### config.mk
export PLATFORM = sky130hd
export DESIGN_NAME = kpa_ctrl
export DESIGN_NICKNAME = d
export VERILOG_FILES = /design/src/design/kpa_pkg.sv /design/src/design/kpa_ctrl.sv
export SDC_FILE = /design/constraint.sdc
export NUM_CORES = 1
export LEC_CHECK = 0
export ABC_CLOCK_PERIOD_IN_PS = 1180
export BUFFER_PORTS_ARGS = -buffer_cell sky130_fd_sc_hd__buf_2
export CORE_AREA = 10 10 47 49
export DETAILED_ROUTE_END_ITERATION = 16
export DIE_AREA = 0 0 57 59
export GPL_ROUTABILITY_DRIVEN = 1
export PLACE_DENSITY = 0.4
export SLEW_MARGIN = 5
export SYNTH_ARGS = -nofsm -noshare
export SYNTH_HDL_FRONTEND = slang
export SYNTH_SLANG_ARGS = --single-unit
### constraint.sdc
create_clock -name clk -period 1.18 [get_ports clk]
set_input_delay 0.236 -clock clk [delete_from_list [all_inputs] [get_ports clk]]
set_output_delay 0.236 -clock clk [all_outputs]
set_load 0.05 [all_outputs]
### src/design/kpa_pkg.sv
// ----------------------------------------------------------------------------
// kpa_pkg
// Shared types and constants for the keyed position accumulator: word widths
// and the command and status groups between the controller and the datapath.
// ----------------------------------------------------------------------------
package kpa_pkg;

    // word widths fixed by the item fields
    localparam int KEY_LOW_W  = 64;
    localparam int KEY_HIGH_W = 8;
    localparam int KEY_W      = KEY_LOW_W + KEY_HIGH_W;
    localparam int AMOUNT_W   = 32;
    localparam int TOTAL_W    = 64;

    // commands from the controller to the datapath
    typedef struct packed {
        logic load;      // capture the input word, restart the scan
        logic scan;      // issue a read at the scan index
        logic wr_hit;    // update the matching total and report it
        logic wr_new;    // append a new entry and report it
        logic rep_full;  // report a miss on a full table
    } cmd_t;

    // status from the datapath to the controller
    typedef struct packed {
        logic scan_end;  // every valid entry has been read
        logic rd_valid;  // read data of a scanned entry is present
        logic match;     // read data holds the wanted key
        logic full;      // no free entry left
    } status_t;

endpackage

### src/design/kpa_ctrl.sv
// ----------------------------------------------------------------------------
// kpa_ctrl
// Controller of the keyed position accumulator: accepts a word, steps the
// table scan and picks hit update, append or full report.
// ----------------------------------------------------------------------------
module kpa_ctrl
(
    input  logic             clk,
    input  logic             rst_n,
    input  logic             start,
    output logic             busy,
    input  kpa_pkg::status_t status,
    output kpa_pkg::cmd_t    cmd
);

    typedef enum logic [1:0] {
        ST_IDLE = 2'b01,
        ST_SCAN = 2'b10
    } state_t;

    state_t state_reg;
    state_t state_next;

    // next state and commands
    always_comb
    begin
        state_next   = state_reg;
        cmd          = '0;
        case (state_reg)
            ST_IDLE:
            begin
                if (start)
                begin
                    cmd.load   = 1'b1;
                    state_next = ST_SCAN;
                end
            end
            ST_SCAN:
            begin
                if (status.match)
                begin
                    cmd.wr_hit = 1'b1;
                    state_next = ST_IDLE;
                end
                else if (!status.rd_valid && status.scan_end)
                begin
                    if (status.full)
                        cmd.rep_full = 1'b1;
                    else
                        cmd.wr_new = 1'b1;
                    state_next = ST_IDLE;
                end
                else if (!status.scan_end)
                begin
                    cmd.scan = 1'b1;
                end
            end
            default:
            begin
                state_next = ST_IDLE;
            end
        endcase
    end

    // state register
    always_ff @(posedge clk or negedge rst_n)
    begin
        if (!rst_n)
            state_reg <= ST_IDLE;
        else
            state_reg <= state_next;
    end

    assign busy = (state_reg != ST_IDLE);

endmodule

==> impl_metrics.yaml <==
synthesis:
  syn_inst: 14
  synthDistinctLibCells: 13
  yosysSeqAreaShare: 0.357
  synth-seq-cells: 2
  netlist_area_um2: 144
  synth_nets: 21
  syn_avg_cell_area_um2: 10.3
  yosysWarnings: 0
min_path:
  hold_start: "status[1]"
  hp-class: "in2reg"
pwr:
  power_density_mw_per_mm2: 1340
  p_clk_frac: 0.339
  power.internal_mw: 0.323
  total_power_mw: 0.508
  power_leakage_nw: 0.182
  power_frac_comb: 0.470
  sw_frac_of_total: 0.364
  ir_drop_uv: 368
  power_switching_mw: 0.185
  seqPwrFrac: 0.190
timing:
  drv_slew: 0
  fin_skew_ps: 10.0
  rsz0062_at_grt: "yes"
  period_share: 1.29
  max_freq_mhz: 659
  min_period_ps: 1520
  max_slew.worst_pin.slew_ps: 202
  timing.slew.headroom: 0.865
  setup-violations-final: 7
  hold_viol: 0
  hold_ws_ps: 314
  setup_slack_ps: -336
  tns_ps: -1370
grt:
  grt_start_max_net_pins: 6
  grt_use_total: 0.0446
  antenna_found_initial: 0
  grt_pass1_wl_mm: 1.11
  grt_overflow: 0
  grt_pass1_vias: 262
finish:
  nNetsFinal: 45
  drive_above_1_share: 0.784
  postLayoutCellArea_um2: 379
  n_antenna_cell: 0
  layout_common_cells: "buf_2 (6), buf_4 (6), buf_6 (5)"
  regArea_um2: 51.3
  n_fill_cell: 161
  multiInputGateArea_um2: 114
  area_growth_pct: 163
  final_util: 0.271
  largest_reg_flops: 2
  fin_cells: 53
worst_setup_path:
  worst_setup_path_start_kind: "register"
  crit_fanout: 4
  cp.depth: 3
  crit_start: "state_reg[0]"
  crit_chain: "nand2b_4 > and4b_2 > buf_6"
  crit_end: "cmd[0]"
  critPathCaptureType: "output port"
  r2r_cells: 5
  cp_top_family: "flip-flops"
  required_ps: 940
  crit_type: "reg2out"
  worstPathArrival_ps: 1280
  slowest_stage: "dfstp_2"
  r2r_slack_ps: -20
  worst_r2r_endpoint: "state_reg[0]"
  path_buf_inv: 1
  max_stage_delay_ps: 510
  reg2reg_from: "state_reg[0]"
status:
  outcome: "finished with violations"
  failed_checks: "negative setup slack"
routing:
  drcViolationCount: 0
  dr.pass1.iters: 1
  drtAntennaViolNets: 0
  wl_per_cell_um: 11.3
  via_per_inst: 3.83
  totalWireLength_um: 600
  vias: 203
  drtIter0Drc: 0
clock_tree:
  cts_root_buffer: "clkbuf_4"
  cts.sink_count: 2
  cts.path.max_buffers: 2
  clk-insertion-delay-late_ps: 230
  cts_buffers: 3
  clk_pin_slew_ps: 40
  cts_tree: "done"
  cts_htree_levels: 1
flow_run:
  drv_cap: 0
placement:
  dp_slack_ps: -160
  place_area_um2: 275
  placed_cells_incl_taps: 46
  gp_congestion: 0.703
  portBuffers: 12
die:
  start_util: 0.103
  std_cell_rows: 14
  dieArea_mm2: 0.00336
  fp.dieW_um: 57
  ioPinCount: 13
  die_h_um: 59
  coreArea_mm2: 0.00140
cells in the mapped netlist:
master | number | share of area
inv_1 | 2 | 0.052
and2b_1 | 1 | 0.052
and4b_1 | 1 | 0.070
dfrtp_1 | 1 | 0.17
dfstp_2 | 1 | 0.18
nand2b_1 | 1 | 0.044
nand2b_4 | 1 | 0.096
nand3b_1 | 1 | 0.052
nor2_1 | 1 | 0.026
nor3_1 | 1 | 0.035
nor4b_2 | 1 | 0.10
o31a_1 | 1 | 0.061
o31ai_1 | 1 | 0.052
worst min-delay path by stage:
stage                         to  cells past startpoint  slack, ps
finish              state_reg[1]                      2        310
global route        state_reg[1]                      2        320
CTS                 state_reg[1]                      2        280
detailed placement  state_reg[1]                      1         20
global placement    state_reg[1]                      1         20
floorplan           state_reg[1]                      0        -60
repair_timing:
item	CTS	global route
setup endpoints to repair	6	8
pin swaps	2	0
resized for setup	13	2
hold endpoints to repair	2	0
hold buffers	1	0
setup buffers	2	0
worst register-to-register path, stage by stage (launching register included):
cell and delay (ps):
dfstp_2 510, buf_4 100, nand3b_1 120, buf_4 160, buf_4 130, o31a_1 90
power groups by stage:
stage | combinational [mW] | sequential (mW) | clock, mW
6_report | 0.239 | 0.0968 | 0.172
4_1_cts | 0.233 | 0.0973 | 0.185
2_1_floorplan | 0.121 | 0.0977 | 0
3_5_place_dp | 0.177 | 0.100 | 0
3_3_place_gp | 0.175 | 0.0985 | 0
5_1_grt | 0.257 | 0.0994 | 0.192
final cells by class:
type,count,area share
timing repair buffer,19,0.413
multi-input combinational,10,0.300
sequential,2,0.135
clock buffer,4,0.0693
tap,16,0.0528
inverter,2,0.0297
logic make-up (layout without fill, tap and decap cells):
logic type	after synthesis	in the layout	synth area share
DFF	2	2	0.357
buffers and inverters	2	25	0.0522
and+or+nand+nor	8	8	0.478
AOI/OAI and AO/OA	2	2	0.113
metal layers:
metal | part of all wire | track usage | vias up
met5 | 0 | 0 | -
met4 | 0.0067 | 0.0503 | 0
met3 | 0.16 | 0.0343 | 2
met2 | 0.40 | 0.0558 | 13
met1 | 0.43 | 0.0429 | 91
li1 | - | - | 97
Note: power is estimated with default switching activity, not from simulation.
